$ cat config.mk
export PLATFORM = sky130hd
export DESIGN_NAME = chcp_cfg
export DESIGN_NICKNAME = d
export VERILOG_FILES = /design/src/rtl/cubic_hermite_curve_point_unit_defines.svh /design/src/rtl/chcp_pkg.sv /design/src/rtl/chcp_cfg.sv
export SDC_FILE = /design/constraint.sdc
export NUM_CORES = 1
export LEC_CHECK = 0
export BUFFER_PORTS_ARGS = -buffer_cell sky130_fd_sc_hd__buf_2
export CAP_MARGIN = 20
export CELL_PAD_IN_SITES_DETAIL_PLACEMENT = 0
export CELL_PAD_IN_SITES_GLOBAL_PLACEMENT = 1
export CORE_ASPECT_RATIO = 0.6
export CORE_MARGIN = 2
export CORE_UTILIZATION = 35
export DETAILED_ROUTE_END_ITERATION = 16
export GPL_TIMING_DRIVEN = 0
export MAX_ROUTING_LAYER = met4
export PLACE_DENSITY_LB_ADDON = 0.1
export SLEW_MARGIN = 10
export SYNTH_ARGS = -nofsm -noshare
export SYNTH_HDL_FRONTEND = slang
export SYNTH_SLANG_ARGS = --single-unit
$ cat constraint.sdc
create_clock -name i_clk -period 1.2 [get_ports i_clk]
set_clock_uncertainty 0.1 [all_clocks]
set_input_delay 0.12 -clock i_clk [delete_from_list [all_inputs] [get_ports i_clk]]
set_output_delay 0.12 -clock i_clk [all_outputs]
set_load 0.1 [all_outputs]
$ cat src/rtl/cubic_hermite_curve_point_unit_defines.svh
// Assertion macros shared by the curve point unit RTL.
`ifndef CUBIC_HERMITE_CURVE_POINT_UNIT_DEFINES_SVH
`define CUBIC_HERMITE_CURVE_POINT_UNIT_DEFINES_SVH
`ifndef SYNTHESIS
// Property that must hold at every clock edge outside reset.
`define CHCP_ASSERT(lbl, prop) \
    lbl: assert property (@(posedge i_clk) disable iff (!i_rst_n) (prop)) \
        else $error("%m: check failed");
// Antecedent in this cycle requires the consequent in the next one.
`define CHCP_ASSERT_NEXT(lbl, ante, cons) \
    lbl: assert property (@(posedge i_clk) disable iff (!i_rst_n) (ante) |=> (cons)) \
        else $error("%m: check failed");
`else
`define CHCP_ASSERT(lbl, prop)
`define CHCP_ASSERT_NEXT(lbl, ante, cons)
`endif
`endif

$ cat src/rtl/chcp_pkg.sv
// Shared constants and types of the cubic Hermite curve point unit.
package chcp_pkg;

    // Curve parameter: t = step_index / 2**STEPS_LOG2
    localparam int STEPS_LOG2 = 10;
    localparam int SQR_SH     = 2 * STEPS_LOG2;
    localparam int CUBE_SH    = 3 * STEPS_LOG2;

    // Field widths
    localparam int IDX_W   = 11;
    localparam int COORD_W = 12;
    localparam int TAN_W   = 15;
    localparam int OUT_W   = 19;

    // Stream bus widths (whole bytes)
    localparam int IN_TDATA_W  = ((IDX_W + 7) / 8) * 8;
    localparam int OUT_TDATA_W = ((2 * OUT_W + 7) / 8) * 8;

    // Datapath widths: coefficient, Horner partial sums, rounding word
    localparam int COEF_W = 17;
    localparam int MIDX_W = IDX_W + 1;
    localparam int H1_W   = COEF_W + MIDX_W;
    localparam int H2_W   = H1_W + MIDX_W;
    localparam int H3_W   = H2_W + MIDX_W;
    localparam int RND_W  = H3_W + 1;
    localparam int RQ_W   = RND_W - CUBE_SH;

    // Pipeline depth: index, coefficients, three Horner steps, rounding
    localparam int NUM_STAGES = 6;

    // Configuration port
    localparam int CFG_IDX_W  = 4;
    localparam int CFG_DATA_W = TAN_W;

    localparam logic [CFG_IDX_W-1:0] REG_START_X         = CFG_IDX_W'(0);
    localparam logic [CFG_IDX_W-1:0] REG_START_Y         = CFG_IDX_W'(1);
    localparam logic [CFG_IDX_W-1:0] REG_START_TANGENT_X = CFG_IDX_W'(2);
    localparam logic [CFG_IDX_W-1:0] REG_START_TANGENT_Y = CFG_IDX_W'(3);
    localparam logic [CFG_IDX_W-1:0] REG_END_X           = CFG_IDX_W'(4);
    localparam logic [CFG_IDX_W-1:0] REG_END_Y           = CFG_IDX_W'(5);
    localparam logic [CFG_IDX_W-1:0] REG_END_TANGENT_X   = CFG_IDX_W'(6);
    localparam logic [CFG_IDX_W-1:0] REG_END_TANGENT_Y   = CFG_IDX_W'(7);

    // Control points and tangents of one axis
    typedef struct packed {
        logic        [COORD_W-1:0] p1;
        logic signed [TAN_W-1:0]   t1;
        logic        [COORD_W-1:0] p2;
        logic signed [TAN_W-1:0]   t2;
    } t_axis_cfg;

    // Per-stage load strobes from the pipeline control
    typedef struct packed {
        logic [NUM_STAGES-1:0] load;
    } t_pipe_ctl;

endpackage

$ cat src/rtl/chcp_cfg.sv
// Configuration registers: curve end points and tangents for both axes.
module chcp_cfg (
    input  logic                               i_clk,
    input  logic                               i_rst_n,
    input  logic                               i_cfg_we,
    input  logic [chcp_pkg::CFG_IDX_W-1:0]     i_cfg_index,
    input  logic [chcp_pkg::CFG_DATA_W-1:0]    i_cfg_wdata,
    output chcp_pkg::t_axis_cfg                o_cfg_x,
    output chcp_pkg::t_axis_cfg                o_cfg_y
);
    import chcp_pkg::*;

    t_axis_cfg r_cfg_x;
    t_axis_cfg r_cfg_y;

    // Register write, indexes past the list are dropped
    always_ff @(posedge i_clk) begin
        if (!i_rst_n) begin
            r_cfg_x <= '0;
            r_cfg_y <= '0;
        end else if (i_cfg_we) begin
            unique case (i_cfg_index)
                REG_START_X:         r_cfg_x.p1 <= i_cfg_wdata[COORD_W-1:0];
                REG_START_Y:         r_cfg_y.p1 <= i_cfg_wdata[COORD_W-1:0];
                REG_START_TANGENT_X: r_cfg_x.t1 <= $signed(i_cfg_wdata[TAN_W-1:0]);
                REG_START_TANGENT_Y: r_cfg_y.t1 <= $signed(i_cfg_wdata[TAN_W-1:0]);
                REG_END_X:           r_cfg_x.p2 <= i_cfg_wdata[COORD_W-1:0];
                REG_END_Y:           r_cfg_y.p2 <= i_cfg_wdata[COORD_W-1:0];
                REG_END_TANGENT_X:   r_cfg_x.t2 <= $signed(i_cfg_wdata[TAN_W-1:0]);
                REG_END_TANGENT_Y:   r_cfg_y.t2 <= $signed(i_cfg_wdata[TAN_W-1:0]);
                default: begin
                end
            endcase
        end
    end

    assign o_cfg_x = r_cfg_x;
    assign o_cfg_y = r_cfg_y;

endmodule

Word-level counts from Yosys, hierarchy flattened
Index checks and enable logic that the tools add are counted.
{"block": "word_totals", "reg_bits": 108, "input_bits": 22, "output_inout_bits": 108, "elab_cells": 24}
{"block": "op_classes", "eq_ne": 7, "n_reduce_logical": 9}
{"op": "$eq 4x3->1 const B", "count": 4}
{"op": "$reduce_and 2->1", "count": 8}
{"op": "$eq 4x2->1 const B", "count": 2}
{"op": "$eq 4x1->1 const B", "count": 1}
{"op": "$logic_not 4->1", "count": 1}

Longest topological paths before layout
{"block": "depth", "depth_word": 2, "ltp_mapped": 5}

Least setup slack after synthesis
No wires, ideal clock.
{"block": "synth_path", "path_kind": "reg-to-reg", "start": "register o_cfg_x[15] (netlist name)", "end": "register r_cfg_x (netlist bit o_cfg_x[15])", "setup_ns": 0.072, "arrival_time_ns": 1.158, "required_ns": 1.028, "path_slack_ns": -0.130, "path_stages_with_launch": 3, "n_path_buf": 0, "period_less_slack_ns": 1.330, "cell_sequence": "dfxtp_1 nand2_1 mux2i_1"}
{"item": "end: declaration", "line": "chcp_cfg.sv:13", "text": "t_axis_cfg r_cfg_x;"}

Worst setup path after layout
{"block": "layout_path", "start": "register r_cfg_x (netlist bit o_cfg_x[35])", "end": "output o_cfg_x[35] (netlist bit)"}
{"item": "end: declaration", "line": "chcp_cfg.sv:8", "text": "output chcp_pkg::t_axis_cfg o_cfg_x,"}
No word-level cell between the ends.

==> impl_metrics.toml <==
[layout]
drive_gt1_share_pct = 52.0
nNetsFinal = 537
design_area_um2 = 5870
antenna_cells = 0
fill_cells = 987
area_delta_synth_final_pct = 46.7

[clocking]
cts.sinks = 108
htreeDepth = 3
clk_path_buf_depth = 2
clkTransAtPathRegs_ns = 0.07
post_cts_buffers = 0
insertion_delay_ns = 0.34
cts_tree = "done"
cts_root_buf = "clkbuf_16"
cts_made_buffers = 9

[sta]
max_slew_margin_pct = 59.9
setup_viol = 0
layout_setup_ws_ns = 0.0203
fmax_mhz = 848
grt_setup_unrepaired = "true"
min_period_ns = 1.18
slew_violations = 0
worst_slew_pin_slew_ns = 0.601
fin_crit_sh_pct = 98.3
hold_viol_final = 0

[status]
outcome = "finished clean"

[synth]
netlist.area_leader.share_pct = 54.0
ys_ff_latch = 108
synth_most_common_cell = "nand2_1"
syn_area_um2 = 4000
synthCells = 376
yosysWarnings = 0
synth_seq_area_share_pct = 54.0
synth_nets = 398
yosysTopAreaCell = "dfxtp_1"
synthTopCellsByArea = "dfxtp_1, mux2i_1, nand2_1, buf_6, nor3b_4"
ys_types = 18
synth_ff_type = "dfxtp_1"
async_flop_share_pct = 0
synth_common_cells = "nand2_1, dfxtp_1, mux2i_1, clkbuf_1, buf_6"
synth-edff-count = 0
avgSynthCellArea_um2 = 10.6

[route]
drc_errors = 0
vias = 3117
wirelength_um = 11300
ant_nets = 0
routedWlPerCell_um = 17.1
dr.first_iter.drc_count = 92
drt-vias-per-instance = 4.70
first_pass_iters = 4

[floorplanning]
io_pins = 130
core-area_um2 = 11200
dieWidth_um = 142
start_util_pct = 35.7
die_area_um2 = 12300
die_y_um = 86.8
num_rows = 30

[critical_path]
crit_buf_inv = 1
endpoint_kind = "output pin"
startpoint_type = "flip-flop"
slowest_delay_ns = 0.33
cp-startpoint = "o_cfg_x[35]"
rr_startpoint = "o_cfg_y[49]"
required_ns = 0.98
crit_path_top_delay_cell = "dfxtp_2"
cp-endpoint = "o_cfg_x[35]"
crit_family = "flip-flops"
critPathMaxFanout = 2
worst-setup-path-type = "reg -> out"
reg2reg_to = "o_cfg_y[49]"
crit_arrival_ns = 0.96
r2r_cells = 2
regToRegSetupSlack_ns = 0.45
cp.depth = 1
crit_path_cell_trace = "buf_4"

[flow_run]
drv_cap = 0

[place]
place_congestion = 0.726
io_buffers = 128
hpwl_um = 8050
place_area_um2 = 4960
dpl_worst_slack_ns = -0.343

[global_route]
grt_pass1_wl_um = 16900
grt_util_all_layers_pct = 19.2
antenna_found_initial = 0
grt_max_degree = 17
grt-ovfl-total = 0
grt_pass1_vias = 3045

[pwr]
leakagePower_uw = 0.00267
ir_worst_vdd_v = 0.000691
power_density_nw_per_um2 = 1290

[min_path]
hp-class = "in -> reg"
-- through the flow --
| step | hold WS, ns | total power, µW | cells | TNS [ns] | utilization (%) |
|---|---|---|---|---|---|
| 4_1_cts | 0.0191 | 7630 | 663 | 0 | 49.8 |
| 3_3_place_gp | 0.336 | 4480 | 648 | -23.50 | 44.2 |
| 5_1_grt | 0.0602 | 7830 | 663 | -1.91 | 52.3 |
| 2_1_floorplan | 0.201 | 4290 | 376 | 0 | - |
| 3_5_place_dp | 0.343 | 4480 | 648 | -25.86 | 44.2 |
| 6_report | 0.0409 | 7580 | 663 | 0 | 52.3 |
-- worst reg2reg max path, cell delays in order, from the launching register on --
cell and delay [ns]:
dfxtp_2 0.34, nand2_1 0.05, mux2i_1 0.17
-- timing repair --
item / 4_1_cts / 5_1_grt
hold buffers: 0 / 0
hold endpoints to repair: 0 / 0
setup endpoints to repair: 108 / 116
gates resized for setup: 121 / 78
-- layout make-up --
type                       instances  area [µm²]  share of cell area (%)
sequential                       108        2300                    39.1
multi-input combinational        243        1670                    28.4
timing repair buffer             128        1240                    21.1
clock buffer                      11         233                    3.96
tap                              144         180                    3.07
buffer                            25         179                    3.05
clock inverter                     4        75.1                    1.28
-- registers in the layout (all words and copies together) (netlist names) --
| signal | cells |
|---|---|
| o_cfg_x | 54 |
| o_cfg_y | 54 |
-- metal layers --
metal | track usage [%] | up-vias | part of all wire [%]
met5 | - | - | 0
met1 | 24.9 | 1501 | 48
met3 | 5.86 | 12 | 6.1
met2 | 29.6 | 85 | 45
li1 | - | 1519 | -
met4 | 4.55 | 0 | 0.82
-- layout by cell type, fill, tap and decap left out --
cell        count
clkbuf_1        9
buf_12          1
nand2_1       124
buf_8           1
nand2_2         1
nor3b_4         2
buf_4          24
nor2_1          1
nand3b_1        2
clkbuf_2        1
bufinv_16       2
mux2i_1       108
nor3b_2         1
nor2_4          1
nand2b_1        1
and3_1          1
buf_2          23
clkinvlp_4      2
clkbuf_16       9
dfxtp_2       108
nand3b_4        1
buf_1           3
buf_6          93
-- worst min-delay path by stage --
stage	startpoint	endpoint	slack, ns	depth (start not counted)
2_1_floorplan	i_cfg_index[1]	o_cfg_y[26]	0.20	2
3_3_place_gp	o_cfg_y[31]	o_cfg_y[31]	0.34	2
3_5_place_dp	o_cfg_x[12]	o_cfg_x[12]	0.34	2
4_1_cts	i_cfg_wdata[14]	o_cfg_x[41]	0.02	3
5_1_grt	i_cfg_wdata[14]	o_cfg_y[14]	0.06	3
6_report	i_cfg_wdata[14]	o_cfg_x[41]	0.04	3
-- kinds of logic (layout without fill, tap and decap cells) --
kind of cell / count (synthesis) / after routing / share of synthesized area (%)
and+or+nand+nor: 135 / 135 / 14.5
muxes: 108 / 108 / 27.0
DFF: 108 / 108 / 54.0
buffers and inverters: 25 / 168 / 4.44
-- report_power, final --
part | switching (µW) | internal, µW | total, µW
Clock | 1300 | 1820 | 3120
Sequential | 33.1 | 3640 | 3670
Combinational | 595 | 191 | 786
Total | 1930 | 5650 | 7580
(Power assumes the default switching activity.)
