<file path="config.mk">
export PLATFORM = sky130hd
export DESIGN_NAME = chcp_axis
export DESIGN_NICKNAME = d
export VERILOG_FILES = /design/src/rtl/cubic_hermite_curve_point_unit_defines.svh /design/src/rtl/chcp_pkg.sv /design/src/rtl/chcp_axis.sv
export SDC_FILE = /design/constraint.sdc
export NUM_CORES = 2
export LEC_CHECK = 0
export ABC_AREA = 0
export BUFFER_PORTS_ARGS = -buffer_cell sky130_fd_sc_hd__buf_4
export CELL_PAD_IN_SITES_DETAIL_PLACEMENT = 1
export CELL_PAD_IN_SITES_GLOBAL_PLACEMENT = 2
export CORE_ASPECT_RATIO = 1.25
export CORE_MARGIN = 8
export CORE_UTILIZATION = 46
export DETAILED_ROUTE_END_ITERATION = 12
export PLACE_DENSITY_LB_ADDON = 0.1
export SYNTH_ARGS = -nofsm -noshare
export SYNTH_HDL_FRONTEND = slang
export SYNTH_SLANG_ARGS = --single-unit
</file>
<file path="constraint.sdc">
create_clock -name i_clk -period 9.2 [get_ports i_clk]
set_input_delay 0.92 -clock i_clk [delete_from_list [all_inputs] [get_ports i_clk]]
set_output_delay 0.92 -clock i_clk [all_outputs]
set_load 0.01 [all_outputs]
</file>
<file path="src/rtl/cubic_hermite_curve_point_unit_defines.svh">
// Assertion macros shared by the curve point unit RTL.
`ifndef CUBIC_HERMITE_CURVE_POINT_UNIT_DEFINES_SVH
`define CUBIC_HERMITE_CURVE_POINT_UNIT_DEFINES_SVH
`ifndef SYNTHESIS
// Property that must hold at every clock edge outside reset.
`define CHCP_ASSERT(lbl, prop) \
    lbl: assert property (@(posedge i_clk) disable iff (!i_rst_n) (prop)) \
        else $error("%m: check failed");
// Antecedent in this cycle requires the consequent in the next one.
`define CHCP_ASSERT_NEXT(lbl, ante, cons) \
    lbl: assert property (@(posedge i_clk) disable iff (!i_rst_n) (ante) |=> (cons)) \
        else $error("%m: check failed");
`else
`define CHCP_ASSERT(lbl, prop)
`define CHCP_ASSERT_NEXT(lbl, ante, cons)
`endif
`endif

</file>
<file path="src/rtl/chcp_pkg.sv">
// Shared constants and types of the cubic Hermite curve point unit.
package chcp_pkg;

    // Curve parameter: t = step_index / 2**STEPS_LOG2
    localparam int STEPS_LOG2 = 10;
    localparam int SQR_SH     = 2 * STEPS_LOG2;
    localparam int CUBE_SH    = 3 * STEPS_LOG2;

    // Field widths
    localparam int IDX_W   = 11;
    localparam int COORD_W = 12;
    localparam int TAN_W   = 15;
    localparam int OUT_W   = 19;

    // Stream bus widths (whole bytes)
    localparam int IN_TDATA_W  = ((IDX_W + 7) / 8) * 8;
    localparam int OUT_TDATA_W = ((2 * OUT_W + 7) / 8) * 8;

    // Datapath widths: coefficient, Horner partial sums, rounding word
    localparam int COEF_W = 17;
    localparam int MIDX_W = IDX_W + 1;
    localparam int H1_W   = COEF_W + MIDX_W;
    localparam int H2_W   = H1_W + MIDX_W;
    localparam int H3_W   = H2_W + MIDX_W;
    localparam int RND_W  = H3_W + 1;
    localparam int RQ_W   = RND_W - CUBE_SH;

    // Pipeline depth: index, coefficients, three Horner steps, rounding
    localparam int NUM_STAGES = 6;

    // Configuration port
    localparam int CFG_IDX_W  = 4;
    localparam int CFG_DATA_W = TAN_W;

    localparam logic [CFG_IDX_W-1:0] REG_START_X         = CFG_IDX_W'(0);
    localparam logic [CFG_IDX_W-1:0] REG_START_Y         = CFG_IDX_W'(1);
    localparam logic [CFG_IDX_W-1:0] REG_START_TANGENT_X = CFG_IDX_W'(2);
    localparam logic [CFG_IDX_W-1:0] REG_START_TANGENT_Y = CFG_IDX_W'(3);
    localparam logic [CFG_IDX_W-1:0] REG_END_X           = CFG_IDX_W'(4);
    localparam logic [CFG_IDX_W-1:0] REG_END_Y           = CFG_IDX_W'(5);
    localparam logic [CFG_IDX_W-1:0] REG_END_TANGENT_X   = CFG_IDX_W'(6);
    localparam logic [CFG_IDX_W-1:0] REG_END_TANGENT_Y   = CFG_IDX_W'(7);

    // Control points and tangents of one axis
    typedef struct packed {
        logic        [COORD_W-1:0] p1;
        logic signed [TAN_W-1:0]   t1;
        logic        [COORD_W-1:0] p2;
        logic signed [TAN_W-1:0]   t2;
    } t_axis_cfg;

    // Per-stage load strobes from the pipeline control
    typedef struct packed {
        logic [NUM_STAGES-1:0] load;
    } t_pipe_ctl;

endpackage

</file>
<file path="src/rtl/chcp_axis.sv">
// One axis of the curve: coefficients, three Horner steps and rounding.
module chcp_axis (
    input  logic                           i_clk,
    input  chcp_pkg::t_pipe_ctl            i_ctl,
    input  chcp_pkg::t_axis_cfg            i_cfg,
    input  logic [chcp_pkg::IDX_W-1:0]     i_idx,
    output logic signed [chcp_pkg::OUT_W-1:0] o_pixel
);
    import chcp_pkg::*;

    localparam logic signed [RND_W-1:0] HALF = RND_W'(1) <<< (CUBE_SH - 1);
    localparam logic signed [RND_W-1:0] BIAS = (RND_W'(1) <<< CUBE_SH) - RND_W'(1);
    localparam logic signed [RQ_W-1:0]  OUT_MIN_Q = -(RQ_W'(1) <<< (OUT_W - 1));
    localparam logic signed [RQ_W-1:0]  OUT_MAX_Q = (RQ_W'(1) <<< (OUT_W - 1)) - RQ_W'(1);

    logic [IDX_W-1:0]               r0_idx;
    logic [IDX_W-1:0]               r1_idx;
    logic [IDX_W-1:0]               r2_idx;
    logic [IDX_W-1:0]               r3_idx;
    logic signed [COEF_W-1:0]       r1_c2;
    logic signed [COEF_W-1:0]       r1_c3;
    logic signed [H1_W-1:0]         r2_h1;
    logic signed [H2_W-1:0]         r3_h2;
    logic signed [H3_W-1:0]         r4_h3;
    logic signed [OUT_W-1:0]        r5_pix;

    logic signed [COEF_W-1:0]       p1_e;
    logic signed [COEF_W-1:0]       p2_e;
    logic signed [COEF_W-1:0]       t1_e;
    logic signed [COEF_W-1:0]       t2_e;
    logic signed [COEF_W-1:0]       diff;
    logic signed [COEF_W-1:0]       n_c2;
    logic signed [COEF_W-1:0]       n_c3;
    logic signed [MIDX_W-1:0]       idx1_s;
    logic signed [MIDX_W-1:0]       idx2_s;
    logic signed [MIDX_W-1:0]       idx3_s;
    logic signed [H1_W-1:0]         n_h1;
    logic signed [H2_W-1:0]         n_h2;
    logic signed [H3_W-1:0]         n_h3;
    logic signed [RND_W-1:0]        rnd;
    logic signed [RND_W-1:0]        rnd_adj;
    logic signed [RQ_W-1:0]         quo;
    logic signed [OUT_W-1:0]        n_pix;

    // Quadratic and cubic coefficients: c2 = 3d - 2t1 - t2, c3 = t1 + t2 - 2d
    always_comb begin
        p1_e = COEF_W'($signed({1'b0, i_cfg.p1}));
        p2_e = COEF_W'($signed({1'b0, i_cfg.p2}));
        t1_e = COEF_W'($signed(i_cfg.t1));
        t2_e = COEF_W'($signed(i_cfg.t2));
        diff = p2_e - p1_e;
        n_c2 = (diff <<< 1) + diff - (t1_e <<< 1) - t2_e;
        n_c3 = t1_e + t2_e - (diff <<< 1);
    end

    // Horner steps in integer form, scaled by the step count
    assign idx1_s = $signed({1'b0, r1_idx});
    assign idx2_s = $signed({1'b0, r2_idx});
    assign idx3_s = $signed({1'b0, r3_idx});
    assign n_h1 = r1_c3 * idx1_s + (H1_W'(r1_c2) <<< STEPS_LOG2);
    assign n_h2 = r2_h1 * idx2_s + (H2_W'($signed(i_cfg.t1)) <<< SQR_SH);
    assign n_h3 = r3_h2 * idx3_s + (H3_W'($signed({1'b0, i_cfg.p1})) <<< CUBE_SH);

    // Add one half, divide rounding toward zero, then saturate
    always_comb begin
        rnd     = RND_W'(r4_h3) + HALF;
        rnd_adj = rnd[RND_W-1] ? (rnd + BIAS) : rnd;
        quo     = rnd_adj[RND_W-1:CUBE_SH];
        if (quo < OUT_MIN_Q) begin
            n_pix = OUT_MIN_Q[OUT_W-1:0];
        end else if (quo > OUT_MAX_Q) begin
            n_pix = OUT_MAX_Q[OUT_W-1:0];
        end else begin
            n_pix = quo[OUT_W-1:0];
        end
    end

    // Stage registers, each loads on its own strobe
    always_ff @(posedge i_clk) begin
        if (i_ctl.load[0]) begin
            r0_idx <= i_idx;
        end
        if (i_ctl.load[1]) begin
            r1_idx <= r0_idx;
            r1_c2  <= n_c2;
            r1_c3  <= n_c3;
        end
        if (i_ctl.load[2]) begin
            r2_idx <= r1_idx;
            r2_h1  <= n_h1;
        end
        if (i_ctl.load[3]) begin
            r3_idx <= r2_idx;
            r3_h2  <= n_h2;
        end
        if (i_ctl.load[4]) begin
            r4_h3 <= n_h3;
        end
        if (i_ctl.load[5]) begin
            r5_pix <= n_pix;
        end
    end

    assign o_pixel = r5_pix;

endmodule

</file>
Word-level counts from Yosys, hierarchy flattened

Cells that the tools add are included.
Widths: inputs -> output; s select.

Bits in registers: 220
Output and inout bits: 19

$add $sub $neg: 11
Multiply operators: 3
Magnitude comparators: 2
Multiplexer cells: 2

Operators with widths:

| operator               | number |
|---|---|
| $add 53x31->54 const B | 1 |
| $add 54x31->54 const B | 1 |
| $mux 54                | 1 |
| $add 53x43->53         | 1 |
| $mul 41x12->53         | 1 |
| $add 41x35->41         | 1 |
| $mul 29x12->41         | 1 |
| $add 29x27->29         | 1 |
| $mul 17x12->29         | 1 |
| $gt 24x19->1 const B   | 1 |
| $lt 24x19->1 const B   | 1 |
| $mux 19                | 1 |
| $sub 15x16->17         | 1 |
| $sub 16x14->17         | 1 |
| $sub 17x15->17         | 1 |
| $add 15x15->16         | 1 |
| $add 14x13->15         | 1 |
| $sub 12x12->13         | 1 |

Logic depth before layout (Yosys ltp)

Depth in word-level cells: 5
Depth in mapped cells: 24

Worst setup path after synthesis

No wires, ideal clock.

Path kind: flip-flop to flip-flop
From: register r3_idx[5]
To: register r4_h3[50] (data pin)
Library setup time: 0.274 ns
Arrival: 5.710 ns
Data required time: 8.926 ns
Setup slack: 3.216 ns
Cell stages (with the launch flop): 22
Buffers on the path: 1
Cell sequence: edfxtp_1 clkbuf_1 nand2_1 fa_1 fa_1 inv_1 fa_1 fa_1 inv_1 fa_1 inv_1 ha_1 and3_1 nand2_1 a211oi_1 o31ai_1 or4_1 o211ai_1 a21o_1 a221oi_2 o41ai_1 xor2_1

Word-level cells in the longest chain between the ends: 2

Ends and longest elaborated chain:

| element                  | RTL line        | source |
|---|---|---|
| start: declaration       | chcp_axis.sv:19 | `logic [IDX_W-1:0] r3_idx;` |
| start signal: assignment | chcp_axis.sv:93 | `r3_idx <= r2_idx;` |
| $mul 41x12->53           | chcp_axis.sv:62 | `assign n_h3 = r3_h2 * idx3_s + (H3_W'($signed({1'b0, i_cfg.p1})) <<< CUBE_SH);` |
| $add 53x43->53           | chcp_axis.sv:62 |  |
| net n_h3[50]             | chcp_axis.sv:39 | `logic signed [H3_W-1:0] n_h3;` |
| end signal: assignment   | chcp_axis.sv:97 | `r4_h3 <= n_h3;` |
| end: declaration         | chcp_axis.sv:24 | `logic signed [H3_W-1:0] r4_h3;` |

The timed path passes the listed nets, and every way through them passes these cells.
A chain may end at the register's enable or synchronous reset.

Worst setup path after layout

Same ends and word-level chain as after synthesis.

==> results by group <==
Outcome
  • Status: finished, final reports clean

Synth
  • Yosys warns: 0
  • Synth cell types: 76
  • Share of the synthesized area in the top cell type: 40.1%
  • Synth Instances: 4856
  • Net Count, Synth: 6212
  • Synth Area per Inst: 9.44 um^2
  • Primary FF master, synth: edfxtp_1
  • Largest cells by area after synthesis: fa_1 (40%), edfxtp_1 (14%), ha_1 (10%), inv_1 (9.7%), and2_1 (5.8%)
  • Sequential fraction of the synthesis area: 14.4%
  • Post-synthesis cell area: 45900 um^2
  • Post-synth EDFFs: 220
  • Async SR Flop Fraction: 0%
  • Post-synth top area cell: fa_1
  • #FFs+latches synth: 220

Floorplanning
  • Initial core utilization: 46.3%
  • Core ar.: 98900 um^2
  • Die X: 298 um
  • Std-Cell Rows: 129
  • Ports: 91
  • DIE HEIGHT: 369 um
  • Die ar.: 110000 um^2

Placement
  • Post-DP HPWL: 98700 um
  • GPL Wtd Cong: 0.818
  • Port buffer count: 90
  • Placed cells: 6071

Critical path
  • CP delay by family, top: adder cells
  • Worst path most repeated cell: fa_1
  • Critical path fanouts, max: 21
  • Reg2Reg Depth: 20
  • CP arrival: 7.36 ns
  • Critical path launch point type: flip-flop
  • Worst R2R End: r4_h3[50]
  • Crit. End Element: flip-flop
  • Worst R2R Setup Slack: 2.17 ns
  • Max incr delay on CP: 0.89 ns
  • Kind of critical path: flip-flop to flip-flop
  • Worst r2r src: r3_idx[5]
  • Buf+Inv Stages, Crit Path: 3
  • Slowest CP cell: edfxtp_1
  • Worst Path Required: 9.54 ns
  • Worst path cell trace: nand2_1 -> fa_1 -> fa_1 -> fa_1 -> inv_1 -> fa_1 -> inv_1 -> fa_1 -> inv_1 -> ha_1 -> and3_1 -> a221oi_2 -> a211oi_1 -> o31ai_1 -> or4_1 -> o211ai_1 -> a21o_1 -> a221oi_2 -> o41ai_1 -> xor2_1

Finish
  • Multi-input gate area: 34000 um^2
  • Layout cells sized above 1: 3.97%
  • Register area: 6610 um^2
  • Area Growth Syn to Fin: 5.64%
  • Number of fill cells: 11200
  • Finished Layout Cells: 6125
  • Final core occ: 49.0%
  • Fin nets: 6148

Drt
  • Routed vias: 31200
  • Post-DRT Antenna Nets: 0
  • Initial DRC count: 1051
  • Drt first pass iters: 5
  • Routed WL: 115000 um
  • DR WL/cell: 18.8 um
  • Drc violations: 0
  • Via density per instance: 5.10

STA
  • Hold Slack: 0.419 ns
  • Slew @ Worst Pin: 1.07 ns
  • Hold Vio Cnt, Final: 0
  • Relative slew slack: 28.5%
  • RSZ-0062 raised after global routing: no
  • Worst Clk Skew: 0.0248 ns
  • Period utilization: 76.4%
  • # setup viols final: 0
  • Slew Viols, Final: 0
  • Minimum clock period: 7.03 ns
  • Fmax: 0.142 GHz
  • Sum Neg Setup Slack: 0 ns

Hold path
  • Worst hold path cell count: 0
  • Hold Path Class: flip-flop to flip-flop
  • Worst hold start: r0_idx[10]
  • Worst Hold End: r1_idx[10]

Clocking
  • Clk_lat worst skew: 0.62 ns
  • Clk buf depth: 3
  • Post-cts resize count: 0
  • CTS Hold Buffers Added: 0
  • Clock slew at reported path FFs: 0.06 ns
  • TritonCTS clock tree: built
  • H-tree levels: 1
  • TritonCTS Buffers: 29
  • Post-CTS Repair Setup Buffers: 0
  • # clock sinks: 220
  • Root Buffer Master: clkbuf_16

GRT
  • First-pass GRT wire length: 191000 um
  • Vias in the first global route: 36300
  • Maximum number of pins on one net before global-route repair: 54
  • Total GRT Usage: 21.4%
  • Initial antenna violation count: 0
  • GR Overflow Total: 0

Run
  • Max cap viols: 0
[cell type report]
cell class	instances	share of cell area, %
multi-input cells	3245	70.2
flip-flops and latches	220	13.6
inverters	1181	9.15
well taps	1310	3.38
repair buffers	115	1.78
clock buffers	32	1.52
clock inverters	21	0.369
diodes	1	0.00517
[worst max path at each step]
stage	start	end	slack, ns	cells after the start
2_1_floorplan	r3_idx[5]	r4_h3[50]	3.22	21
6_report	r3_idx[5]	r4_h3[50]	2.17	20
4_1_cts	r3_idx[5]	r4_h3[50]	2.14	20
3_3_place_gp	r3_idx[5]	r4_h3[50]	2.20	20
3_5_place_dp	r3_idx[5]	r4_h3[50]	2.16	20
5_1_grt	r3_idx[3]	r4_h3[50]	1.84	21
[Yosys cell counts (33+ instances only)]
cell type and n:
edfxtp_1 220, nor3_1 33, fa_1 918, nand2_1 634
clkbuf_1 193, ha_1 366, xor2_1 45, inv_1 1181
and2_1 423, xnor2_1 135, a21o_1 67, nor2_1 87
nand3_1 39, o21ai_0 71, a21oi_1 135
[per-stage QoR]
| step | setup slack [ns] | cell area [um^2] |
|---|---|---|
| 3_5_place_dp | 2.16 | 47500 |
| 6_report | 2.17 | 48400 |
| 4_1_cts | 2.14 | 48400 |
| 2_1_floorplan | 3.22 | 45900 |
| 5_1_grt | 1.84 | 48400 |
| 3_3_place_gp | 2.20 | 47500 |
[sequential cells by signal, summed over array words and instances (netlist names)]
| name | flops |
|---|---|
| r1_c3 | 17 |
| r3_idx | 11 |
| r0_idx | 11 |
| o_pixel | 19 |
| r3_h2 | 41 |
| r2_h1 | 29 |
| r2_idx | 11 |
| r4_h3 | 53 |
| r1_idx | 11 |
| r1_c2 | 17 |
[routing by layer]
metal	wire length (um)	track usage, %
met1	47900	25.3
met2	62300	41.6
met3	2570	1.70
met4	2520	4.87
met5	0	0
[logic make-up after synthesis]
logic type	share of synthesized area, %
buffers and inverters	11.5
and+or+nand+nor	14.6
adders and majority gates	50.1
AOI/OAI and AO/OA	6.01
DFF	14.4
xor gates and xnor gates	3.44
[layout by cell type (no fill, tap or decap), types with 7 or more instances in the layout]
cell,instances
nand2_1,634
o31ai_1,14
o21ai_0,71
nor2_1,87
clkinv_2,7
edfxtp_1,220
ha_1,366
a31oi_1,12
a211oi_1,15
and4_1,8
buf_4,115
nor2b_1,15
a21oi_1,135
o21bai_1,18
nand2b_1,23
and2_1,423
inv_1,1181
and3_1,21
a21boi_0,8
nor3_1,33
nand3_1,39
xor2_1,45
nand4_1,21
clkbuf_16,29
or3_1,10
nor4_1,17
fa_1,918
a21o_1,67
o31a_1,8
o21a_1,14
xnor2_1,135
Power is not shown: default switching activity piles up to over one toggle a cycle in this logic, so the estimate is an artifact.
