## src/rtl/cubic_hermite_curve_point_unit_defines.svh

```systemverilog
// Assertion macros shared by the curve point unit RTL.
`ifndef CUBIC_HERMITE_CURVE_POINT_UNIT_DEFINES_SVH
`define CUBIC_HERMITE_CURVE_POINT_UNIT_DEFINES_SVH
`ifndef SYNTHESIS
// Property that must hold at every clock edge outside reset.
`define CHCP_ASSERT(lbl, prop) \
    lbl: assert property (@(posedge i_clk) disable iff (!i_rst_n) (prop)) \
        else $error("%m: check failed");
// Antecedent in this cycle requires the consequent in the next one.
`define CHCP_ASSERT_NEXT(lbl, ante, cons) \
    lbl: assert property (@(posedge i_clk) disable iff (!i_rst_n) (ante) |=> (cons)) \
        else $error("%m: check failed");
`else
`define CHCP_ASSERT(lbl, prop)
`define CHCP_ASSERT_NEXT(lbl, ante, cons)
`endif
`endif

```

## src/rtl/chcp_pkg.sv

```systemverilog
// Shared constants and types of the cubic Hermite curve point unit.
package chcp_pkg;

    // Curve parameter: t = step_index / 2**STEPS_LOG2
    localparam int STEPS_LOG2 = 10;
    localparam int SQR_SH     = 2 * STEPS_LOG2;
    localparam int CUBE_SH    = 3 * STEPS_LOG2;

    // Field widths
    localparam int IDX_W   = 11;
    localparam int COORD_W = 12;
    localparam int TAN_W   = 15;
    localparam int OUT_W   = 19;

    // Stream bus widths (whole bytes)
    localparam int IN_TDATA_W  = ((IDX_W + 7) / 8) * 8;
    localparam int OUT_TDATA_W = ((2 * OUT_W + 7) / 8) * 8;

    // Datapath widths: coefficient, Horner partial sums, rounding word
    localparam int COEF_W = 17;
    localparam int MIDX_W = IDX_W + 1;
    localparam int H1_W   = COEF_W + MIDX_W;
    localparam int H2_W   = H1_W + MIDX_W;
    localparam int H3_W   = H2_W + MIDX_W;
    localparam int RND_W  = H3_W + 1;
    localparam int RQ_W   = RND_W - CUBE_SH;

    // Pipeline depth: index, coefficients, three Horner steps, rounding
    localparam int NUM_STAGES = 6;

    // Configuration port
    localparam int CFG_IDX_W  = 4;
    localparam int CFG_DATA_W = TAN_W;

    localparam logic [CFG_IDX_W-1:0] REG_START_X         = CFG_IDX_W'(0);
    localparam logic [CFG_IDX_W-1:0] REG_START_Y         = CFG_IDX_W'(1);
    localparam logic [CFG_IDX_W-1:0] REG_START_TANGENT_X = CFG_IDX_W'(2);
    localparam logic [CFG_IDX_W-1:0] REG_START_TANGENT_Y = CFG_IDX_W'(3);
    localparam logic [CFG_IDX_W-1:0] REG_END_X           = CFG_IDX_W'(4);
    localparam logic [CFG_IDX_W-1:0] REG_END_Y           = CFG_IDX_W'(5);
    localparam logic [CFG_IDX_W-1:0] REG_END_TANGENT_X   = CFG_IDX_W'(6);
    localparam logic [CFG_IDX_W-1:0] REG_END_TANGENT_Y   = CFG_IDX_W'(7);

    // Control points and tangents of one axis
    typedef struct packed {
        logic        [COORD_W-1:0] p1;
        logic signed [TAN_W-1:0]   t1;
        logic        [COORD_W-1:0] p2;
        logic signed [TAN_W-1:0]   t2;
    } t_axis_cfg;

    // Per-stage load strobes from the pipeline control
    typedef struct packed {
        logic [NUM_STAGES-1:0] load;
    } t_pipe_ctl;

endpackage

```

## src/rtl/chcp_ctrl.sv

```systemverilog
// Pipeline control: valid bits per stage and the bubble-collapsing ready chain.
`include "cubic_hermite_curve_point_unit_defines.svh"
module chcp_ctrl (
    input  logic                 i_clk,
    input  logic                 i_rst_n,
    input  logic                 i_s_tvalid,
    output logic                 o_s_tready,
    output logic                 o_m_tvalid,
    input  logic                 i_m_tready,
    output chcp_pkg::t_pipe_ctl  o_ctl
);
    import chcp_pkg::*;

    logic [NUM_STAGES-1:0] r_valid;
    logic [NUM_STAGES-1:0] n_valid;
    logic [NUM_STAGES:0]   ready;

    // A stage may load when it is empty or its item moves on
    always_comb begin
        ready[NUM_STAGES] = i_m_tready;
        for (int k = NUM_STAGES - 1; k >= 0; k--) begin
            ready[k] = !r_valid[k] || ready[k+1];
        end
    end

    // Valid bits follow the data; a loading stage takes its upstream bit
    always_comb begin
        n_valid = r_valid;
        if (ready[0]) begin
            n_valid[0] = i_s_tvalid;
        end
        for (int k = 1; k < NUM_STAGES; k++) begin
            if (ready[k]) begin
                n_valid[k] = r_valid[k-1];
            end
        end
    end

    always_ff @(posedge i_clk) begin
        if (!i_rst_n) begin
            r_valid <= '0;
        end else begin
            r_valid <= n_valid;
        end
    end

    assign o_ctl.load = ready[NUM_STAGES-1:0];
    assign o_s_tready = ready[0];
    assign o_m_tvalid = r_valid[NUM_STAGES-1];

    // Input is refused only while every stage holds an item
    `CHCP_ASSERT(a_full_when_blocked, !o_s_tready |-> (&r_valid))
    // An accepted beat lands in the first stage
    `CHCP_ASSERT_NEXT(a_accept_fills, i_s_tvalid && o_s_tready, r_valid[0])
    // A full pipe under output stall keeps all its items
    `CHCP_ASSERT_NEXT(a_stall_freezes, (&r_valid) && !i_m_tready, &r_valid)

endmodule

```

## config.mk

```make
export PLATFORM = sky130hd
export DESIGN_NAME = chcp_ctrl
export DESIGN_NICKNAME = d
export VERILOG_FILES = /design/src/rtl/chcp_pkg.sv /design/src/rtl/chcp_ctrl.sv
export VERILOG_INCLUDE_DIRS = /design/src /design/src/rtl
export SDC_FILE = /design/constraint.sdc
export NUM_CORES = 1
export LEC_CHECK = 0
export BUFFER_PORTS_ARGS = -buffer_cell sky130_fd_sc_hd__clkbuf_2
export CELL_PAD_IN_SITES_DETAIL_PLACEMENT = 1
export CELL_PAD_IN_SITES_GLOBAL_PLACEMENT = 2
export CORE_UTILIZATION = 18
export DETAILED_ROUTE_END_ITERATION = 7
export HOLD_SLACK_MARGIN = 0.15
export PLACE_DENSITY = 0.61
export SLEW_MARGIN = 15
export SYNTH_ARGS = -nofsm -noshare
export SYNTH_HDL_FRONTEND = slang
export SYNTH_SLANG_ARGS = --single-unit
```

## constraint.sdc

```tcl
create_clock -name i_clk -period 1.05 [get_ports i_clk]
set_clock_uncertainty 0.1 [all_clocks]
set_input_delay 0.1575 -clock i_clk [delete_from_list [all_inputs] [get_ports i_clk]]
set_output_delay 0.1575 -clock i_clk [all_outputs]
set_load 0.02 [all_outputs]
```

### Word level (Yosys, flattened, before mapping)

Index checks and enable logic that the tools add are counted.

* reductions and logical operators: 12

Operators with widths (number)
* $logic_not A1 Y1: 6
* $logic_or A1 B1 Y1: 6

* input port bits: 4
* word-level logic and storage cells: 18
* bits in registers: 6

### Logic depth before layout (Yosys ltp)

Gate-level depths: netlist (run 1).

* depth after elaboration: 7
* mapped depth: 5

### Worst setup path after synthesis (run 1)

Ideal clock, no wire load.

* path kind: reg2out
* start: register r_valid[5]
* end: output o_ctl[0] in the netlist's numbering
* stages on the path, launching flop included: 6
* path buffers: 1
* arrival time: 1253 ps
* required time: 792 ps
* path slack: -460 ps
* cell sequence: dfxtp_1 and4b_1 inv_1 nor2_1 inv_1 buf_4

RTL lines
* start: declaration: RTL line chcp_ctrl.sv:14 `logic [NUM_STAGES-1:0] r_valid;`
* start signal: assignment: RTL line chcp_ctrl.sv:43 `r_valid <= n_valid;`
* end: declaration: RTL line chcp_ctrl.sv:10 `output chcp_pkg::t_pipe_ctl o_ctl`

==> results of run 1 <==
## cells in the final DEF (no fill, tap or decap), drive strengths merged
cell type    instances
o21a                 4
inv                  4
a21oi                1
and4b                1
dlygate4sd3          2
clkbuf               9
nor2                 1
nand2                4
nand3                1
buf                 16
o21ai                1
nor2b                2
and2                 1
dfxtp                6
## timing repair
item	4_1_cts	5_1_grt
endpoints found under the setup margin	13	13
cloned	0	0
setup buffers	3	2
hold buffers	2	0
pin swaps	2	3
endpoints found under the hold margin	5	0
resized for setup	19	11
## logic make-up (layout without fill, tap and decap cells)
logic type / after synthesis / count (layout)
AO/OA/AOI/OAI: 6 / 6
AND/OR/NAND/NOR: 10 / 10
buffers and inverters: 5 / 31
flip-flops: 6 / 6
## power breakdown
part	leakage, nW	switching [mW]	internal (mW)	total, mW
Sequential	0.0502	0.00376	0.232	0.236
Combinational	0.182	0.0145	0.0196	0.0341
Clock	0.0150	0.0858	0.144	0.230
Total	0.247	0.104	0.396	0.500
## layer usage
metal / vias to the layer above / global-route usage / part of all wire
li1: 138 / - / -
met1: 129 / 0.113 / 0.36
met2: 8 / 0.238 / 0.59
met3: 0 / 0.0347 / 0.048
met4: 0 / 0.0776 / 0
met5: - / 0 / 0
## cell type report
| type | count | share of cell area |
|---|---|---|
| Tap cell | 14 | 0.0321 |
| Sequential cell | 6 | 0.229 |
| Multi-Input combinational cell | 16 | 0.229 |
| Inverter | 4 | 0.0321 |
| Clock buffer | 4 | 0.0482 |
| Timing Repair Buffer | 23 | 0.429 |
## worst min path at each step
stage | cells after the start | end | startpoint | slack [ns]
floorplan | 1 | r_valid[0] | i_s_tvalid | 0.17
global route | 5 | r_valid[4] | i_m_tready | 0.36
detailed placement | 2 | r_valid[0] | i_s_tvalid | 0.26
finish | 5 | r_valid[4] | i_m_tready | 0.33
CTS | 5 | r_valid[4] | i_m_tready | 0.34
global placement | 2 | r_valid[0] | i_s_tvalid | 0.26
## through the flow
step	utilization	setup WS, ns	setup TNS [ns]	hold WS, ns
6_report	0.466	-0.409	-3.61	0.330
5_1_grt	0.466	-0.465	-4.17	0.361
4_1_cts	0.434	-0.436	-3.14	0.337
3_5_place_dp	0.321	-0.187	-1.37	0.260
3_3_place_gp	0.321	-0.190	-1.21	0.262
2_1_floorplan	-	-0.218	-0.537	0.168
## worst max-delay path: cells and delay by family (launching register included)
family                 cells  cell delay (ns)
DFF                        1             0.33
and+or+nand+nor            3             0.50
buffers and inverters      1             0.12
==> out/qor.txt, run 1 <==
total detailed-routing wirelength: 727 um
count of yosys warnings during synthesis: 0
cell with the most instances after synthesis: sky130_fd_sc_hd__dfxtp_1
clock latency of the later-clocked register in the worst-skew pair: 0.24 ns
area of combinational cells with multiple inputs: 125 um2
most area-consuming cells after synthesis: sky130_fd_sc_hd__dfxtp_1, sky130_fd_sc_hd__o21a_1, sky130_fd_sc_hd__nand2_1
start-to-end type of the worst setup path: flip-flop to primary output
area taken by flip-flops and latches: 125 um2
leading registers by flop count: r_valid: 6 flops
number of global-route vias before repair: 287
Worst VDD drop: 0.000491 V
ratio of final minimum period to clock period: 1.39
clock tree buffer depth: 2
share of flip-flops with an asynchronous set or reset after synthesis: 0
cell count after synthesis: 27
setup violation total in the final timing report: 13
max-cap check violation count: 0
Post-Layout Inst Area: 546 um2
clock sink count: 6
violated checks: negative setup slack
normalized max-slew margin: 0.910
portion of netlist area occupied by mux cells: 0
compound-cell area share of the yosys netlist: 0.181
clock slew at reported path FFs: 0.05 ns
maximum frequency from static timing analysis: 685 MHz
final-stage net count: 58
TritonCTS clock tree: done
global-route wire length before repair: 1170 um
LEAKAGE: 0.247 nW
path category of the worst min-delay check: input port to flip-flop
slew at the pin with the worst max-slew slack: 0.135 ns
DRC Markers: 0
Worst setup startpoint: r_valid[5]
number of flip-flops in the largest register: 6
instance count after placement with tap cells included: 58
DIE WIDTH: 38.6 um
total iterations of the first detailed-routing run: 1
die footprint: 1490 um2
post-synth top area cell: sky130_fd_sc_hd__dfxtp_1
Detail Route Antenna Nets: 0
initial DRC count: 0
Req. time, crit path: 0.79 ns
flop2flop setup slack: -0.23 ns
Power per Cell Area: 916 nW/um2
maximum number of pins on one net before global-route repair: 8
worst setup path endpoint: o_ctl[1]
portion of synthesized cell area occupied by the leading cell type: 0.497
Synth Cell Area: 241 um2
setup repair after global routing missed its margin: true
Simple-Gate Fraction of Synth Area: 0.228
mean area per synthesized cell: 8.94 um2
synthesized netlist net count: 31
final worst setup slack: -0.409 ns
main combinational cell family by area after synthesis: simple AND/OR/NAND/NOR gates
overflow left after global routing: 0
count of vias placed by the detailed router: 275
fill count: 140
number of placement rows: 12
GP Congestion: 0.651
Worst Setup Start Kind: flip-flop
total placed instance area: 375 um2
fraction of the mapped netlist area in adder cells: 0
reg-to-reg critical path endpoint: r_valid[5]
crit path time final: 1.46 ns
number of enable-type register cells in the synthesized netlist: 0
Netlist cell types: 13
Syn-to-layout area delta: 126%
CTS Root Buffer Type: sky130_fd_sc_hd__clkbuf_4
fraction of layout cells with a size suffix above 1: 0.698
All-Layer GR Usage: 0.125
critical register-to-register path startpoint: r_valid[5]
number of register bits inferred by synthesis: 6
diode count: 0
# IOs: 12
Num CTS Buffers: 3
largest register by flop count: r_valid
effective utilization at floorplan: 0.206
number of standard cells in the layout, taps in and fillers out: 67
category of the worst setup path capture point: primary output
Max stage delay cell, worst path: sky130_fd_sc_hd__dfxtp_4
total power draw: 0.500 mW
leading post-synthesis cells by instance count: sky130_fd_sc_hd__dfxtp_1, sky130_fd_sc_hd__nand2_1, sky130_fd_sc_hd__o21a_1
outcome: finished, violations left
most frequently used flop master after synthesis: sky130_fd_sc_hd__dfxtp_1
die height: 38.6 um
number of port buffers: 11
fin. max-slew vios: 0
post-detailed-route via-to-cell ratio: 4.10
detailed placement HPWL: 546 um
area share of xor/xnor cells in the synthesized design: 0
initial antenna violation count: 0
maximum net fanout on the critical path: 3
register area share after synthesis: 0.497
worst-case reg-to-reg path depth: 6
number of endpoints with negative hold slack in the final report: 0
core box area: 1170 um2
H-tree Lvls: 1
signal arrival time at the worst endpoint: 1.20 ns
Routed WL per cell: 10.9 um
cell-by-cell trace of the critical path: and4b_2, and2_4, nand2_4, buf_6
biggest cell delay along the critical path: 0.33 ns
Note: power is estimated with default switching activity, not from simulation.
==> run 2, diff against run 1 <==
--- a/config.mk
+++ b/config.mk
@@ -9,10 +9,11 @@
 export BUFFER_PORTS_ARGS = -buffer_cell sky130_fd_sc_hd__clkbuf_2
 export CELL_PAD_IN_SITES_DETAIL_PLACEMENT = 1
 export CELL_PAD_IN_SITES_GLOBAL_PLACEMENT = 2
-export CORE_UTILIZATION = 18
+export CORE_AREA = 2 2 39 41
 export DETAILED_ROUTE_END_ITERATION = 7
+export DIE_AREA = 0 0 41 43
 export HOLD_SLACK_MARGIN = 0.15
-export PLACE_DENSITY = 0.61
+export PLACE_DENSITY = 0.6
 export SLEW_MARGIN = 15
 export SYNTH_ARGS = -nofsm -noshare
 export SYNTH_HDL_FRONTEND = slang
==> constraint.sdc (replaced) <==
create_clock -name i_clk -period 1.42 [get_ports i_clk]
set_clock_uncertainty 0.1 [all_clocks]
set_input_delay 0.213 -clock i_clk [delete_from_list [all_inputs] [get_ports i_clk]]
set_output_delay 0.213 -clock i_clk [all_outputs]
set_load 0.02 [all_outputs]
==> out/qor.txt, run 2 (synthesis gave the netlist of run 1 again) <==
CTS Root Buffer Type: sky130_fd_sc_hd__clkbuf_4
outcome: finished, violations left
total placed instance area: 313 um2 (-17%)
H-tree Lvls: 1 (unchanged)
final worst setup slack: -0.0999 ns (+0.309 ns)
DIE WIDTH: 41 um (+6.1%)
number of port buffers: 11 (unchanged)
category of the worst setup path capture point: primary output
post-detailed-route via-to-cell ratio: 3.94 (-4.1%)
clock tree buffer depth: 2 (unchanged)
signal arrival time at the worst endpoint: 1.21 ns (about the same)
area of combinational cells with multiple inputs: 123 um2 (-2.0%)
fin. max-slew vios: 0 (unchanged)
most common library cell in the layout ignoring fill and taps: sky130_fd_sc_hd__clkbuf_2
All-Layer GR Usage: 0.0856 (-0.0394)
Worst Setup Start Kind: flip-flop
slew at the pin with the worst max-slew slack: 0.197 ns (+0.0625 ns)
path category of the worst min-delay check: input port to flip-flop
total detailed-routing wirelength: 647 um (-11%)
Num CTS Buffers: 3 (unchanged)
diode count: 0 (unchanged)
start-to-end type of the worst setup path: flip-flop to primary output
crit path time final: 1.52 ns
Syn-to-layout area delta: 83.9%
overflow left after global routing: 0 (unchanged)
Post-Route Utilization: 0.321 (-0.145)
DRC Markers: 0 (unchanged)
largest register by flop count: r_valid
initial DRC count: 0 (unchanged)
maximum net fanout on the critical path: 3 (unchanged)
number of global-route vias before repair: 237 (-17%)
effective utilization at floorplan: 0.175 (-0.0317)
clock latency of the later-clocked register in the worst-skew pair: 0.25 ns (about the same)
# IOs: 12 (unchanged)
GP Congestion: 0.700 (+7.5%)
fraction of layout cells with a size suffix above 1: 0.674 (-0.0242)
violated checks: negative setup slack
number of endpoints with negative hold slack in the final report: 0 (unchanged)
instance count after placement with tap cells included: 53 (-8.6%)
max-cap check violation count: 0 (unchanged)
die footprint: 1760 um2 (+18%)
Post-Layout Inst Area: 444 um2 (-19%)
final-stage net count: 52 (-10%)
leading registers by flop count: r_valid: 6 flops
number of flip-flops in the largest register: 6 (unchanged)
total iterations of the first detailed-routing run: 1 (unchanged)
number of placement rows: 14 (+2)
LEAKAGE: 0.199 nW (-19%)
Worst VDD drop: 0.000376 V (-24%)
global-route wire length before repair: 966 um (-18%)
initial antenna violation count: 0 (unchanged)
clock slew at reported path FFs: 0.05 ns (about the same)
ratio of final minimum period to clock period: 1.07
count of vias placed by the detailed router: 244 (-11%)
Detail Route Antenna Nets: 0 (unchanged)
setup violation total in the final timing report: 4 (-9)
fill count: 164 (+17%)
clock sink count: 6 (unchanged)
core box area: 1380 um2 (+18%)
Routed WL per cell: 10.4 um (-3.8%)
normalized max-slew margin: 0.868 (-0.0416)
TritonCTS clock tree: done
Power per Cell Area: 802 nW/um2 (-13%)
die height: 43 um (+11%)
setup repair after global routing missed its margin: true
post-placement setup slack: 0.0675 ns (+0.255 ns)
leading cell types in the layout, fill and taps excluded: sky130_fd_sc_hd__clkbuf_2, sky130_fd_sc_hd__buf_4, sky130_fd_sc_hd__o21a_1
maximum number of pins on one net before global-route repair: 8 (unchanged)
Req. time, crit path: 1.11 ns (+0.32 ns)
number of standard cells in the layout, taps in and fillers out: 62 (-7.5%)
flop2flop setup slack: 0.20 ns (+0.43 ns)
maximum frequency from static timing analysis: 658 MHz
area taken by flip-flops and latches: 124 um2 (-1.0%)
[run 2: final cells by class]
| type | instances | share of cell area |
|---|---|---|
| Clock buffer | 3 | 0.0507 |
| Sequential cell | 6 | 0.279 |
| Inverter | 4 | 0.0338 |
| Timing Repair Buffer | 17 | 0.315 |
| Tap cell | 16 | 0.0451 |
| Multi-Input combinational cell | 16 | 0.276 |
[run 2: path summary, 6_finish.rpt]
check                           cells after the start       start          to
worst min-delay path                                2     i_rst_n  r_valid[3]
worst max-delay path                                4  r_valid[5]    o_ctl[1]
worst min register to register                      2  r_valid[0]  r_valid[1]
worst max register to register                      5  r_valid[5]  r_valid[1]
[run 2: metal layers]
layer  vias to the layer above  share of wire  wire length, um  GRT usage
met2                         4           0.52              336      0.122
met5                         -              0                0          0
met3                         2          0.043               28     0.0471
met4                         0          0.012                8     0.0600
met1                       113           0.42              273     0.0909
li1                        125              -                -          -
[run 2: worst max-delay path, stage by stage (launching register included)]
cell,delay [ns]
sky130_fd_sc_hd__dfxtp_2,0.32
sky130_fd_sc_hd__and4b_2,0.28
sky130_fd_sc_hd__and2_4,0.18
sky130_fd_sc_hd__nand2_4,0.05
sky130_fd_sc_hd__buf_8,0.13
[run 2: metrics by stage]
step | hold slack, ns | total power, mW | setup TNS, ns
global placement | 0.328 | 0.193 | 0
floorplan | 0.230 | 0.185 | 0
detailed placement | 0.344 | 0.193 | 0
finish | 0.166 | 0.356 | -0.346
global route | 0.162 | 0.383 | -0.619
CTS | 0.167 | 0.352 | -0.359
[run 2: where the power goes]
group / internal (mW) / switching (mW) / total [mW]
Clock: 0.0959 / 0.0657 / 0.162
Sequential: 0.173 / 0.00364 / 0.177
Combinational: 0.00975 / 0.00763 / 0.0174
[run 2: repair_timing]
item,4_1_cts,5_1_grt
endpoints found under the hold margin,1,0
endpoints found under the setup margin,5,7
hold buffers,1,0
pin swaps,3,1
gates resized for setup,14,4
setup buffers,4,1
==> run 3, diff against run 2 <==
--- a/config.mk
+++ b/config.mk
@@ -6,6 +6,7 @@
 export SDC_FILE = /design/constraint.sdc
 export NUM_CORES = 1
 export LEC_CHECK = 0
+export ABC_AREA = 1
 export BUFFER_PORTS_ARGS = -buffer_cell sky130_fd_sc_hd__clkbuf_2
 export CELL_PAD_IN_SITES_DETAIL_PLACEMENT = 1
 export CELL_PAD_IN_SITES_GLOBAL_PLACEMENT = 2
@@ -13,7 +14,7 @@
 export DETAILED_ROUTE_END_ITERATION = 7
 export DIE_AREA = 0 0 41 43
 export HOLD_SLACK_MARGIN = 0.15
-export PLACE_DENSITY = 0.6
+export PLACE_DENSITY = 0.62
 export SLEW_MARGIN = 15
 export SYNTH_ARGS = -nofsm -noshare
 export SYNTH_HDL_FRONTEND = slang
==> out/qor.txt, run 3 <==
post-detailed-route via-to-cell ratio: 3.98 (+1.2%)
share of total power in the clock network: 0.437 (-0.017)
die footprint: 1760 um2 (unchanged)
Power per Cell Area: 824 nW/um2 (+2.8%)
Netlist cell types: 13 (unchanged)
Num CTS Buffers: 3 (unchanged)
max-cap check violation count: 0 (unchanged)
number of enable-type register cells in the synthesized netlist: 0 (unchanged)
portion of synthesized cell area occupied by the leading cell type: 0.434 (-0.0630)
normalized max-slew margin: 0.843 (-0.0257)
All-Layer GR Usage: 0.0795 (-0.00612)
total detailed-routing wirelength: 549 um (-15%)
Req. time, crit path: 1.11 ns (about the same)
Hold WS: 0.188 ns (+0.0221 ns)
synthesized netlist net count: 31 (unchanged)
post-synth top area cell: sky130_fd_sc_hd__dfxtp_1
number of flip-flops in the largest register: 6 (unchanged)
cell count after synthesis: 27 (unchanged)
worst-case reg-to-reg path depth: 4 (-1)
share of flip-flops with an asynchronous set or reset after synthesis: 0 (unchanged)
initial antenna violation count: 0 (unchanged)
fin. max-slew vios: 0 (unchanged)
leading registers by flop count: r_valid: 6 flops
summed negative setup slack over all endpoints: -0.0215 ns (+0.325 ns)
diode count: 0 (unchanged)
count of vias placed by the detailed router: 239 (-2.0%)
TritonCTS clock tree: done
largest register by flop count: r_valid
leading cell types in the layout, fill and taps excluded: sky130_fd_sc_hd__clkbuf_2, sky130_fd_sc_hd__inv_1, sky130_fd_sc_hd__dfxtp_1, sky130_fd_sc_hd__a21oi_1, sky130_fd_sc_hd__clkbuf_4
DIE WIDTH: 41 um (unchanged)
category of the worst setup path capture point: primary output
global-route wire length before repair: 890 um (-7.9%)
total power draw: 0.355 mW (-0.38%)
ratio of final minimum period to clock period: 1.01 (-0.0625)
effective utilization at floorplan: 0.200 (+0.0253)
maximum net fanout on the critical path: 5 (+2)
die height: 43 um (unchanged)
leading post-synthesis cells by instance count: sky130_fd_sc_hd__inv_1, sky130_fd_sc_hd__dfxtp_1, sky130_fd_sc_hd__a21oi_1
fill count: 169 (+3.0%)
violated checks: negative setup slack
number of register bits inferred by synthesis: 6 (unchanged)
CTS Root Buffer Type: sky130_fd_sc_hd__clkbuf_4
relative contribution of sequential cells to total power: 0.504 (+0.007)
mean area per synthesized cell: 10.2 um2 (+15%)
crit path time final: 1.43 ns (-0.0887 ns)
number of placement rows: 14 (unchanged)
Worst VDD drop: 0.000293 V (-22%)
Syn-to-layout area delta: 55.7%
most common library cell in the layout ignoring fill and taps: sky130_fd_sc_hd__clkbuf_2
LEAKAGE: 0.210 nW (+5.6%)
clock slew at reported path FFs: 0.04 ns (about the same)
part of the total power dissipated in combinational logic: 0.060 (+0.011)
overflow left after global routing: 0 (unchanged)
DRC Markers: 0 (unchanged)
# IOs: 12 (unchanged)
maximum number of pins on one net before global-route repair: 6 (-2)
Synth Cell Area: 277 um2 (+15%)
number of global-route vias before repair: 232 (-2.1%)
Switch Pwr: 0.0751 mW (-2.4%)
most frequently used flop master after synthesis: sky130_fd_sc_hd__dfxtp_1
setup repair after global routing missed its margin: true
clock tree buffer depth: 2 (unchanged)
clock latency of the later-clocked register in the worst-skew pair: 0.24 ns (about the same)
detailed placement HPWL: 446 um
cell with the most instances after synthesis: sky130_fd_sc_hd__inv_1
initial DRC count: 0 (unchanged)
count of yosys warnings during synthesis: 0 (unchanged)
fraction of layout cells with a size suffix above 1: 0.591 (-0.0830)
H-tree Lvls: 1 (unchanged)
Power Internal: 0.280 mW (+0.18%)
most area-consuming cells after synthesis: sky130_fd_sc_hd__dfxtp_1, sky130_fd_sc_hd__inv_1, sky130_fd_sc_hd__nand4_4
number of port buffers: 11 (unchanged)
clock sink count: 6 (unchanged)
count of cells along the worst hold path: 4 (+2)
core box area: 1380 um2 (unchanged)
post-placement setup slack: 0.194 ns (+0.127 ns)
final-stage net count: 50 (-3.8%)
GP Congestion: 0.600 (-14%)
Routed WL per cell: 9.15 um (-12%)
Detail Route Antenna Nets: 0 (unchanged)
Worst Setup Start Kind: flip-flop
Post-Route Utilization: 0.311 (-0.00994)
signal arrival time at the worst endpoint: 1.12 ns (-0.09 ns)
start-to-end type of the worst setup path: flip-flop to primary output
final worst setup slack: -0.0112 ns (+0.0887 ns)
number of endpoints with negative hold slack in the final report: 0 (unchanged)
setup violation total in the final timing report: 2 (-2)
register area share after synthesis: 0.434 (-0.0630)
path category of the worst min-delay check: input port to flip-flop
sw frac: 0.212 (-0.00442)
total iterations of the first detailed-routing run: 1 (unchanged)
slew at the pin with the worst max-slew slack: 0.236 ns (+0.0385 ns)
maximum frequency from static timing analysis: 699 MHz (+6.2%)
outcome: finished, violations left
==> run 3: cell types whose count changed after synthesis, sizes merged <==
cell   before  now
nor2b       2    0
inv         4    8
and4b       1    0
o21ai       1    0
o21a        4    1
and2        1    0
a21oi       1    5
nand2       4    2
nand4       0    1
nand3       1    2
==> run 3: worst paths after layout <==
check / end / from / slack, ns
setup / recovery: o_ctl[0] / r_valid[5] / -0.01
hold / removal: r_valid[5] / i_m_tready / 0.19
setup reg to reg: r_valid[0] / r_valid[5] / 0.41
hold reg to reg: r_valid[5] / r_valid[4] / 0.37
==> run 3: per-layer routing <==
metal	wire (um)	share of wire	vias up	track usage
met3	51	0.093	0	0.0524
li1	-	-	118	-
met5	0	0	-	0
met4	0	0	0	0.0600
met1	221	0.40	111	0.0712
met2	276	0.50	10	0.119
==> run 3: worst max-delay path, cell delays in order, from the launching register on <==
cell,delay (ns)
sky130_fd_sc_hd__dfxtp_2,0.34
sky130_fd_sc_hd__nand3_4,0.10
sky130_fd_sc_hd__nor2_8,0.14
sky130_fd_sc_hd__nand4_4,0.13
sky130_fd_sc_hd__buf_8,0.17
==> run 3: power groups by stage <==
stage,clock network [mW],logic [mW],registers [mW]
2_1_floorplan,0,0.00998,0.181
3_3_place_gp,0,0.0163,0.182
3_5_place_dp,0,0.0171,0.182
4_1_cts,0.166,0.0217,0.179
5_1_grt,0.180,0.0240,0.179
6_report,0.155,0.0212,0.179
==> run 3: cell type report <==
type | instances | area (um2) | share of cell area
sequential | 6 | 123 | 0.285
inverter | 8 | 30.0 | 0.0698
clock buffer | 3 | 22.5 | 0.0523
tap | 16 | 20.0 | 0.0465
multi-input combinational | 12 | 119 | 0.276
timing repair buffer | 15 | 116 | 0.270
==> run 3: cell families after synthesis <==
logic type	count (synthesis)	synth area share
AO/OA/AOI/OAI	6	0.145
AND/OR/NAND/NOR	6	0.285
buffers and inverters	9	0.136
flip-flops	6	0.434
==> run 3: timing repair <==
action | CTS | global route
hold buffers | 2 | 0
endpoints found under the setup margin | 4 | 5
gates resized for setup | 4 | 5
setup buffers | 1 | 1
pin swaps | 2 | 1
hold endpoints to repair | 2 | 0
==> run 3: per-stage QoR <==
stage	instances	cell area [um2]
6_report	60	430
5_1_grt	60	430
4_1_cts	59	414
3_5_place_dp	53	345
3_3_place_gp	53	345
2_1_floorplan	27	278
